## config.mk

```make
export PLATFORM = sky130hd
export DESIGN_NAME = sha256_stream_hasher
export DESIGN_NICKNAME = d
export VERILOG_FILES = /design/src/shs_pkg.sv /design/src/shs_datapath.sv /design/src/shs_ctrl.sv /design/src/sha256_stream_hasher.sv
export SDC_FILE = /design/constraint.sdc
export NUM_CORES = 2
export LEC_CHECK = 0
export BUFFER_PORTS_ARGS = -buffer_cell sky130_fd_sc_hd__buf_4
export CAP_MARGIN = 5
export CORE_UTILIZATION = 30
export DETAILED_ROUTE_END_ITERATION = 16
export PLACE_DENSITY = 0.53
export SKIP_CTS_REPAIR_TIMING = 1
export SLEW_MARGIN = 30
export SYNTH_ARGS = -nofsm -noshare
export SYNTH_HDL_FRONTEND = slang
export SYNTH_HIERARCHICAL = 1
export SYNTH_SLANG_ARGS = --single-unit
```

## constraint.sdc

```tcl
create_clock -name clk -period 11.77 [get_ports clk]
set_input_delay 2.354 -clock clk [delete_from_list [all_inputs] [get_ports clk]]
set_output_delay 2.354 -clock clk [all_outputs]
set_load 0.005 [all_outputs]
```

## src/shs_pkg.sv

```systemverilog
// ----------------------------------------------------------------------------
// shs_pkg
// Types, constants and round functions shared by the SHA-256 stream hasher.
// ----------------------------------------------------------------------------
`default_nettype none

package shs_pkg;

  typedef enum logic [1:0] {
    OP_APPEND = 2'd0,
    OP_FINISH = 2'd1,
    OP_CLEAR  = 2'd2
  } op_t;

  // block source: full message block, first padded block, length-only block
  typedef enum logic [1:0] {
    MODE_FULL = 2'd0,
    MODE_PADA = 2'd1,
    MODE_PADB = 2'd2
  } blk_mode_t;

  typedef enum logic [2:0] {
    S_IDLE  = 3'd0,
    S_LOAD  = 3'd1,
    S_ROUND = 3'd2,
    S_FINAL = 3'd3,
    S_EMIT  = 3'd4
  } state_t;

  typedef struct packed {
    logic [1:0] operation;
    logic [7:0] data_byte;
  } item_t;

  typedef struct packed {
    logic [31:0] digest_word;
    logic [2:0]  word_index;
    logic        last_word;
  } digest_t;

  typedef struct packed {
    logic      wr_byte;
    logic      clear;
    logic      load;
    logic      round;
    logic      final_add;
    blk_mode_t mode;
    logic [5:0] round_idx;
    logic [2:0] word_idx;
  } dp_cmd_t;

  typedef struct packed {
    logic [5:0] count;
  } dp_status_t;

  localparam logic [5:0] LAST_BYTE  = 6'd63;
  localparam logic [5:0] LAST_ROUND = 6'd63;
  localparam logic [5:0] LEN_POS    = 6'd56;
  localparam logic [2:0] LAST_WORD  = 3'd7;
  localparam logic [7:0] PAD_MARK   = 8'h80;

  function automatic logic [31:0] rotr(input logic [31:0] x, input int n);
    return (x >> n) | (x << (32 - n));
  endfunction

  function automatic logic [31:0] big_s0(input logic [31:0] x);
    return rotr(x, 2) ^ rotr(x, 13) ^ rotr(x, 22);
  endfunction

  function automatic logic [31:0] big_s1(input logic [31:0] x);
    return rotr(x, 6) ^ rotr(x, 11) ^ rotr(x, 25);
  endfunction

  function automatic logic [31:0] small_s0(input logic [31:0] x);
    return rotr(x, 7) ^ rotr(x, 18) ^ (x >> 3);
  endfunction

  function automatic logic [31:0] small_s1(input logic [31:0] x);
    return rotr(x, 17) ^ rotr(x, 19) ^ (x >> 10);
  endfunction

  function automatic logic [31:0] init_h(input logic [2:0] i);
    logic [31:0] v;
    case (i)
      3'd0: v = 32'h6a09e667;
      3'd1: v = 32'hbb67ae85;
      3'd2: v = 32'h3c6ef372;
      3'd3: v = 32'ha54ff53a;
      3'd4: v = 32'h510e527f;
      3'd5: v = 32'h9b05688c;
      3'd6: v = 32'h1f83d9ab;
      default: v = 32'h5be0cd19;
    endcase
    return v;
  endfunction

  function automatic logic [31:0] round_k(input logic [5:0] i);
    logic [31:0] k;
    case (i)
      6'd0:  k = 32'h428a2f98; 6'd1:  k = 32'h71374491;
      6'd2:  k = 32'hb5c0fbcf; 6'd3:  k = 32'he9b5dba5;
      6'd4:  k = 32'h3956c25b; 6'd5:  k = 32'h59f111f1;
      6'd6:  k = 32'h923f82a4; 6'd7:  k = 32'hab1c5ed5;
      6'd8:  k = 32'hd807aa98; 6'd9:  k = 32'h12835b01;
      6'd10: k = 32'h243185be; 6'd11: k = 32'h550c7dc3;
      6'd12: k = 32'h72be5d74; 6'd13: k = 32'h80deb1fe;
      6'd14: k = 32'h9bdc06a7; 6'd15: k = 32'hc19bf174;
      6'd16: k = 32'he49b69c1; 6'd17: k = 32'hefbe4786;
      6'd18: k = 32'h0fc19dc6; 6'd19: k = 32'h240ca1cc;
      6'd20: k = 32'h2de92c6f; 6'd21: k = 32'h4a7484aa;
      6'd22: k = 32'h5cb0a9dc; 6'd23: k = 32'h76f988da;
      6'd24: k = 32'h983e5152; 6'd25: k = 32'ha831c66d;
      6'd26: k = 32'hb00327c8; 6'd27: k = 32'hbf597fc7;
      6'd28: k = 32'hc6e00bf3; 6'd29: k = 32'hd5a79147;
      6'd30: k = 32'h06ca6351; 6'd31: k = 32'h14292967;
      6'd32: k = 32'h27b70a85; 6'd33: k = 32'h2e1b2138;
      6'd34: k = 32'h4d2c6dfc; 6'd35: k = 32'h53380d13;
      6'd36: k = 32'h650a7354; 6'd37: k = 32'h766a0abb;
      6'd38: k = 32'h81c2c92e; 6'd39: k = 32'h92722c85;
      6'd40: k = 32'ha2bfe8a1; 6'd41: k = 32'ha81a664b;
      6'd42: k = 32'hc24b8b70; 6'd43: k = 32'hc76c51a3;
      6'd44: k = 32'hd192e819; 6'd45: k = 32'hd6990624;
      6'd46: k = 32'hf40e3585; 6'd47: k = 32'h106aa070;
      6'd48: k = 32'h19a4c116; 6'd49: k = 32'h1e376c08;
      6'd50: k = 32'h2748774c; 6'd51: k = 32'h34b0bcb5;
      6'd52: k = 32'h391c0cb3; 6'd53: k = 32'h4ed8aa4a;
      6'd54: k = 32'h5b9cca4f; 6'd55: k = 32'h682e6ff3;
      6'd56: k = 32'h748f82ee; 6'd57: k = 32'h78a5636f;
      6'd58: k = 32'h84c87814; 6'd59: k = 32'h8cc70208;
      6'd60: k = 32'h90befffa; 6'd61: k = 32'ha4506ceb;
      6'd62: k = 32'hbef9a3f7;
      default: k = 32'hc67178f2;
    endcase
    return k;
  endfunction

endpackage

`default_nettype wire

```

## src/shs_datapath.sv

```systemverilog
// ----------------------------------------------------------------------------
// shs_datapath
// Block buffer, byte counters, message schedule, round unit and hash state.
// ----------------------------------------------------------------------------
`default_nettype none

module shs_datapath (
  input  logic                   clk,
  input  logic                   rst,
  input  shs_pkg::dp_cmd_t       cmd,
  input  logic [7:0]             data_byte,
  output shs_pkg::dp_status_t    status,
  output logic [31:0]            digest_word
);

  logic [31:0] bufw  [16];
  logic [31:0] w     [16];
  logic [31:0] pad_w [16];
  logic [31:0] wv    [8];
  logic [31:0] chain [8];
  logic [31:0] fin   [8];
  logic [31:0] src   [8];
  logic [5:0]  count;
  logic [60:0] total;
  logic [63:0] bit_len;
  logic [31:0] t1;
  logic [31:0] t2;
  logic [31:0] w_new;

  assign bit_len     = {total, 3'b000};
  assign status      = '{count: count};
  assign digest_word = fin[cmd.word_idx];

  // length-only block chains off the first finish block
  always_comb begin
    for (int i = 0; i < 8; i++) begin
      src[i] = (cmd.mode == shs_pkg::MODE_PADB) ? fin[i] : chain[i];
    end
  end

  always_comb begin
    logic [7:0] src_byte;
    logic [7:0] len_byte;
    logic [7:0] pb;
    for (int p = 0; p < 64; p++) begin
      src_byte = bufw[p >> 2][(3 - (p & 3)) * 8 +: 8];
      len_byte = 8'(bit_len >> ((63 - p) * 8));
      pb       = 8'h00;
      case (cmd.mode)
        shs_pkg::MODE_FULL: pb = src_byte;
        shs_pkg::MODE_PADA: begin
          if (6'(p) < count) pb = src_byte;
          else if (6'(p) == count) pb = shs_pkg::PAD_MARK;
          else if (6'(p) >= shs_pkg::LEN_POS && count < shs_pkg::LEN_POS) pb = len_byte;
        end
        shs_pkg::MODE_PADB: begin
          if (6'(p) >= shs_pkg::LEN_POS) pb = len_byte;
        end
        default: pb = 8'h00;
      endcase
      pad_w[p >> 2][(3 - (p & 3)) * 8 +: 8] = pb;
    end
  end

  always_comb begin
    t1 = wv[7] + shs_pkg::big_s1(wv[4]) + ((wv[4] & wv[5]) ^ (~wv[4] & wv[6]))
       + shs_pkg::round_k(cmd.round_idx) + w[0];
    t2 = shs_pkg::big_s0(wv[0]) + ((wv[0] & wv[1]) ^ (wv[0] & wv[2]) ^ (wv[1] & wv[2]));
    w_new = shs_pkg::small_s1(w[14]) + w[9] + shs_pkg::small_s0(w[1]) + w[0];
  end

  always_ff @(posedge clk) begin
    if (cmd.wr_byte) begin
      bufw[count[5:2]][{~count[1:0], 3'b000} +: 8] <= data_byte;
    end
  end

  always_ff @(posedge clk) begin
    if (rst) begin
      for (int i = 0; i < 8; i++) chain[i] <= shs_pkg::init_h(3'(i));
      count <= '0;
      total <= '0;
    end else begin
      if (cmd.clear) begin
        for (int i = 0; i < 8; i++) chain[i] <= shs_pkg::init_h(3'(i));
        count <= '0;
        total <= '0;
      end
      if (cmd.wr_byte) begin
        count <= count + 6'd1;
        total <= total + 61'd1;
      end
      if (cmd.final_add && cmd.mode == shs_pkg::MODE_FULL) begin
        for (int i = 0; i < 8; i++) chain[i] <= chain[i] + wv[i];
      end
    end
  end

  always_ff @(posedge clk) begin
    if (cmd.load) begin
      w  <= pad_w;
      wv <= src;
    end else if (cmd.round) begin
      wv[0] <= t1 + t2;
      wv[1] <= wv[0];
      wv[2] <= wv[1];
      wv[3] <= wv[2];
      wv[4] <= wv[3] + t1;
      wv[5] <= wv[4];
      wv[6] <= wv[5];
      wv[7] <= wv[6];
      for (int j = 0; j < 15; j++) w[j] <= w[j + 1];
      w[15] <= w_new;
    end
    if (cmd.final_add && cmd.mode != shs_pkg::MODE_FULL) begin
      for (int i = 0; i < 8; i++) fin[i] <= src[i] + wv[i];
    end
  end

endmodule

`default_nettype wire

```

## src/shs_ctrl.sv

```systemverilog
// ----------------------------------------------------------------------------
// shs_ctrl
// Sequencer: request decode, block load, 64 rounds, final add, digest output.
// ----------------------------------------------------------------------------
`default_nettype none

module shs_ctrl (
  input  logic                clk,
  input  logic                rst,
  input  logic                item_valid,
  input  logic [1:0]          operation,
  output logic                item_stall,
  output logic                digest_valid,
  input  logic                digest_stall,
  input  shs_pkg::dp_status_t status,
  output shs_pkg::dp_cmd_t    cmd
);

  shs_pkg::state_t    state;
  shs_pkg::state_t    state_next;
  shs_pkg::blk_mode_t mode;
  logic               two_blk;
  logic [5:0]         round_cnt;
  logic [2:0]         word_cnt;
  logic               accept;
  logic               out_take;

  assign accept   = item_valid && (state == shs_pkg::S_IDLE);
  assign out_take = (state == shs_pkg::S_EMIT) && !digest_stall;

  always_comb begin
    state_next = state;
    case (state)
      shs_pkg::S_IDLE: begin
        if (accept) begin
          if (operation == shs_pkg::OP_FINISH) state_next = shs_pkg::S_LOAD;
          else if (operation == shs_pkg::OP_APPEND && status.count == shs_pkg::LAST_BYTE)
            state_next = shs_pkg::S_LOAD;
        end
      end
      shs_pkg::S_LOAD:  state_next = shs_pkg::S_ROUND;
      shs_pkg::S_ROUND: begin
        if (round_cnt == shs_pkg::LAST_ROUND) state_next = shs_pkg::S_FINAL;
      end
      shs_pkg::S_FINAL: begin
        if (mode == shs_pkg::MODE_PADA && two_blk) state_next = shs_pkg::S_LOAD;
        else if (mode == shs_pkg::MODE_FULL) state_next = shs_pkg::S_IDLE;
        else state_next = shs_pkg::S_EMIT;
      end
      shs_pkg::S_EMIT: begin
        if (out_take && word_cnt == shs_pkg::LAST_WORD) state_next = shs_pkg::S_IDLE;
      end
      default: state_next = shs_pkg::S_IDLE;
    endcase
  end

  always_comb begin
    item_stall    = (state != shs_pkg::S_IDLE);
    digest_valid  = (state == shs_pkg::S_EMIT);
    cmd.wr_byte   = accept && (operation == shs_pkg::OP_APPEND);
    cmd.clear     = accept && (operation == shs_pkg::OP_CLEAR);
    cmd.load      = (state == shs_pkg::S_LOAD);
    cmd.round     = (state == shs_pkg::S_ROUND);
    cmd.final_add = (state == shs_pkg::S_FINAL);
    cmd.mode      = mode;
    cmd.round_idx = round_cnt;
    cmd.word_idx  = word_cnt;
  end

  always_ff @(posedge clk) begin
    if (rst) begin
      state     <= shs_pkg::S_IDLE;
      mode      <= shs_pkg::MODE_FULL;
      two_blk   <= 1'b0;
      round_cnt <= '0;
      word_cnt  <= '0;
    end else begin
      state <= state_next;
      if (accept) begin
        mode    <= (operation == shs_pkg::OP_FINISH) ? shs_pkg::MODE_PADA
                                                     : shs_pkg::MODE_FULL;
        // marker plus length do not fit behind 56 or more pending bytes
        two_blk <= (status.count >= shs_pkg::LEN_POS);
      end
      if (state == shs_pkg::S_FINAL && mode == shs_pkg::MODE_PADA && two_blk) begin
        mode <= shs_pkg::MODE_PADB;
      end
      if (state == shs_pkg::S_LOAD) round_cnt <= '0;
      else if (state == shs_pkg::S_ROUND) round_cnt <= round_cnt + 6'd1;
      if (state == shs_pkg::S_FINAL) word_cnt <= '0;
      else if (out_take) word_cnt <= word_cnt + 3'd1;
    end
  end

endmodule

`default_nettype wire

```

## src/sha256_stream_hasher.sv

```systemverilog
// Append, clear and unused codes leave the hasher idle; an append that completes
// a 64-byte block stalls requests for the schedule load, 64 rounds at one per cycle
// and the chain add. Finish runs load, rounds and final add, twice when 56 or more
// bytes are pending, then eight digest words, one per cycle unless the sink stalls.
// Reset (rst, synchronous) loads H0..H7 and zeroes the byte counts; buffer is not cleared.
// ----------------------------------------------------------------------------
// sha256_stream_hasher
// Streaming SHA-256: byte append, padded finish with digest output, clear.
// ----------------------------------------------------------------------------
`default_nettype none

module sha256_stream_hasher (
  input  logic             clk,
  input  logic             rst,
  input  logic             item_valid,
  output logic             item_stall,
  input  shs_pkg::item_t   item,
  output logic             digest_valid,
  input  logic             digest_stall,
  output shs_pkg::digest_t digest
);

  shs_pkg::dp_cmd_t    cmd;
  shs_pkg::dp_status_t status;
  logic [31:0]         word;

  shs_ctrl u_ctrl (
    .clk          (clk),
    .rst          (rst),
    .item_valid   (item_valid),
    .operation    (item.operation),
    .item_stall   (item_stall),
    .digest_valid (digest_valid),
    .digest_stall (digest_stall),
    .status       (status),
    .cmd          (cmd)
  );

  shs_datapath u_dp (
    .clk         (clk),
    .rst         (rst),
    .cmd         (cmd),
    .data_byte   (item.data_byte),
    .status      (status),
    .digest_word (word)
  );

  always_comb begin
    digest.digest_word = word;
    digest.word_index  = cmd.word_idx;
    digest.last_word   = (cmd.word_idx == shs_pkg::LAST_WORD);
  end

endmodule

`default_nettype wire

```

==> metrics.cfg <==
[worst_setup_path]
crit_path_end_kind=flop
critPathBufInv=4
cp_data_required_time_ns=12.47
r2r_slack_ns=2.53
cp-start-kind=flop
cp.arrival_ns=9.93
cp_top_family=compound AO/OA/AOI/OAI gates
crit_slowest_cell=nor2_1
crit_fanout=20
crit_path_frequent_cell=nor2_1
cpPeakStageDelay_ns=0.67
critPathKind=reg -> reg

[route]
first_iter_violations=7865
wire_per_inst_um=25.7
drc=0
vias_per_cell=5.40
postRouteWirelength_mm=402
firstDrtPassIters=6
drtAntennaViolNets=0
vias=84400

[sta]
fin_setup_tns_ns=0
setup_viol=0
period_needed_ns=9.24
relSlewSlack_pct=28.9
clock_skew_ns=0.0910
rsz0062_at_grt=false
finalHoldViolations=0
max_freq_mhz=108
timing.final.max_slew_violations=0
tightest_slew_ns=1.06
fin_crit_sh_pct=78.5

[clock_tree]
clock-root-buffer=clkbuf_16
worstSkewPairLatency_ns=0.94
cts_buffers=206
cts_tree=yes
ctsHtreeMaxLevel=4
clkTransAtPathRegs_ns=0.06
clkSinkCount=1874
cts_buffer_depth=4

[global_route]
grt_pass1_vias=81900
grt_util_all_layers_pct=20.3
grt_pass1_wl_mm=575
grt_overflow_total=0
antenna_found_initial=11
grt_max_degree=145

[logic_synthesis]
synth_edf_count=1760
synth.most_common_cell=edfxtp_1
avgSynthCellArea_um2=10.9
synth.top_cells.by_count=edfxtp_1, nand2_1, nor2_1, a21oi_1, ha_1
synthCells=10500
synthFlopType=edfxtp_1
synth_seq_cells=1874
synth_largest_area_cell=edfxtp_1
synth_area_leaders=edfxtp_1, ha_1, nand2_1, xnor2_1, fa_1
synth_area_um2=115000
ys_warn_count=6
synth_top_area_share_pct=46.1
synth-async-reset-ratio_pct=0
yosys.cell_types.count=110
ys_seq_area_share_pct=48.1
synth_fp_nets=11400

[place]
io_buffers=51
gp_congestion=0.962
hpwl_mm=298

[run]
maxCapViolCount=0

[die]
pin_count=52
dieArea_um2=385000
core_um2=379000
start_util_pct=30.2
die_h_um=620
rows=226
die-width_um=620

[status]
status=finished clean

[layout]
layout-drive-gt1-share_pct=8.76
nFillCells=38200
nNetsFinal=11300
synthToLayoutAreaGrowth_pct=11.0
final_core_util_pct=33.5

[min_path]
hold_path_class=reg -> reg

[area by class of cell]
cell class / count / area, um^2 / share of cell area (%)
tap: 5016 / 6280 / 4.93
antenna: 6 / 15.0 / 0.0118
timing repair buffer: 177 / 1450 / 1.14
clock buffer: 273 / 5520 / 4.34
multi-input combinational: 7689 / 56100 / 44.1
clock inverter: 90 / 759 / 0.597
sequential: 1874 / 55200 / 43.4
inverter: 518 / 1950 / 1.54
[cells in the final DEF, fill, tap and decap left out, types with 46 or more instances in the layout]
cell type | netlist | routed
ha_1 | 648 | 648
o31ai_1 | 53 | 52
nand3_1 | 159 | 159
edfxtp_1 | 1760 | 1760
xnor2_1 | 535 | 535
xor2_1 | 216 | 216
dfxtp_1 | 114 | 106
inv_1 | 512 | 509
a21o_1 | 226 | 226
or3_1 | 81 | 81
mux2i_1 | 48 | 48
or2_2 | 47 | 46
o21a_1 | 157 | 157
clkbuf_16 | 0 | 206
nand2_1 | 1265 | 1263
nand2b_1 | 121 | 119
a22o_1 | 366 | 366
o21bai_1 | 62 | 62
fa_1 | 203 | 203
a211oi_1 | 65 | 65
a31oi_1 | 62 | 62
o2bb2ai_1 | 63 | 63
mux2_2 | 232 | 232
o211ai_1 | 78 | 78
nor3_1 | 168 | 167
mux4_2 | 70 | 70
a21oi_1 | 686 | 682
o22ai_1 | 54 | 54
nor2_1 | 696 | 683
nand4_1 | 47 | 47
clkbuf_1 | 368 | 56
a22oi_1 | 74 | 74
and3_1 | 70 | 70
nor2b_1 | 85 | 84
and2_1 | 72 | 60
o21ai_0 | 480 | 479
buf_4 | 1 | 165
[worst reg2reg max path, delay by kind of cell (launching register included)]
family | cells | cell delay, ns
compound gates | 13 | 3.63
xor+xnor | 1 | 0.32
fa+ha+maj | 5 | 2.30
buf+inv | 4 | 0.82
flops | 1 | 0.31
mux | 1 | 0.13
simple gates | 8 | 1.52
[cells by family (layout without fill, tap and decap cells)]
logic type / after synthesis / in the layout / share of synthesized area, %
adders and majority gates: 881 / 881 / 10.9
buffers and inverters: 949 / 1058 / 3.12
and+or+nand+nor: 2949 / 2949 / 11.7
DFF: 1874 / 1874 / 48.1
AOI/OAI and AO/OA: 2756 / 2756 / 16.4
muxes: 350 / 350 / 4.07
other: 0 / 6 / 0
xor gates and xnor gates: 753 / 753 / 5.78
[sequential cells by signal (all words and copies together) (netlist names)]
name	cells
u_dp/chain	256
u_dp/bufw	512
u_ctrl/two_blk	1
u_ctrl/mode	2
u_ctrl/word_cnt	3
u_dp/fin	256
u_dp/status	6
u_dp/total	61
u_ctrl/round_cnt	6
u_ctrl/state	3
u_dp/w	512
u_dp/wv	256
[layer usage]
layer	up-vias	part of all wire (%)	global-route usage [%]	wire length, um
li1	38900	-	-	-
met1	42100	43	26.8	173000
met2	2750	46	33.1	184000
met3	724	5.5	2.27	22100
met4	2	5.8	10.3	23300
met5	-	0.0025	0	10
[metrics by stage]
stage	setup slack (ns)	instances	cell area (um^2)	hold slack, ns
after floorplan	0.230	10500	115000	0.445
after global placement	2.68	15300	121000	0.464
after detailed placement	2.72	15300	121000	0.474
after CTS	2.66	15600	127000	0.475
after global routing	2.05	15600	127000	0.498
final	2.53	15600	127000	0.482
[path summary, 6_finish.rpt]
path                       start           endpoint  depth (start not counted)
max          u_ctrl/round_cnt[1]       u_dp/wv[255]                         32
min            u_dp/chain[0][21]  u_dp/chain[0][21]                          2
max reg2reg  u_ctrl/round_cnt[1]       u_dp/wv[255]                         32
min reg2reg    u_dp/chain[0][21]  u_dp/chain[0][21]                          2
Power is left out: the tool's default activity adds up to more than one toggle a clock period on the data nets, which glitch-free logic cannot reach.
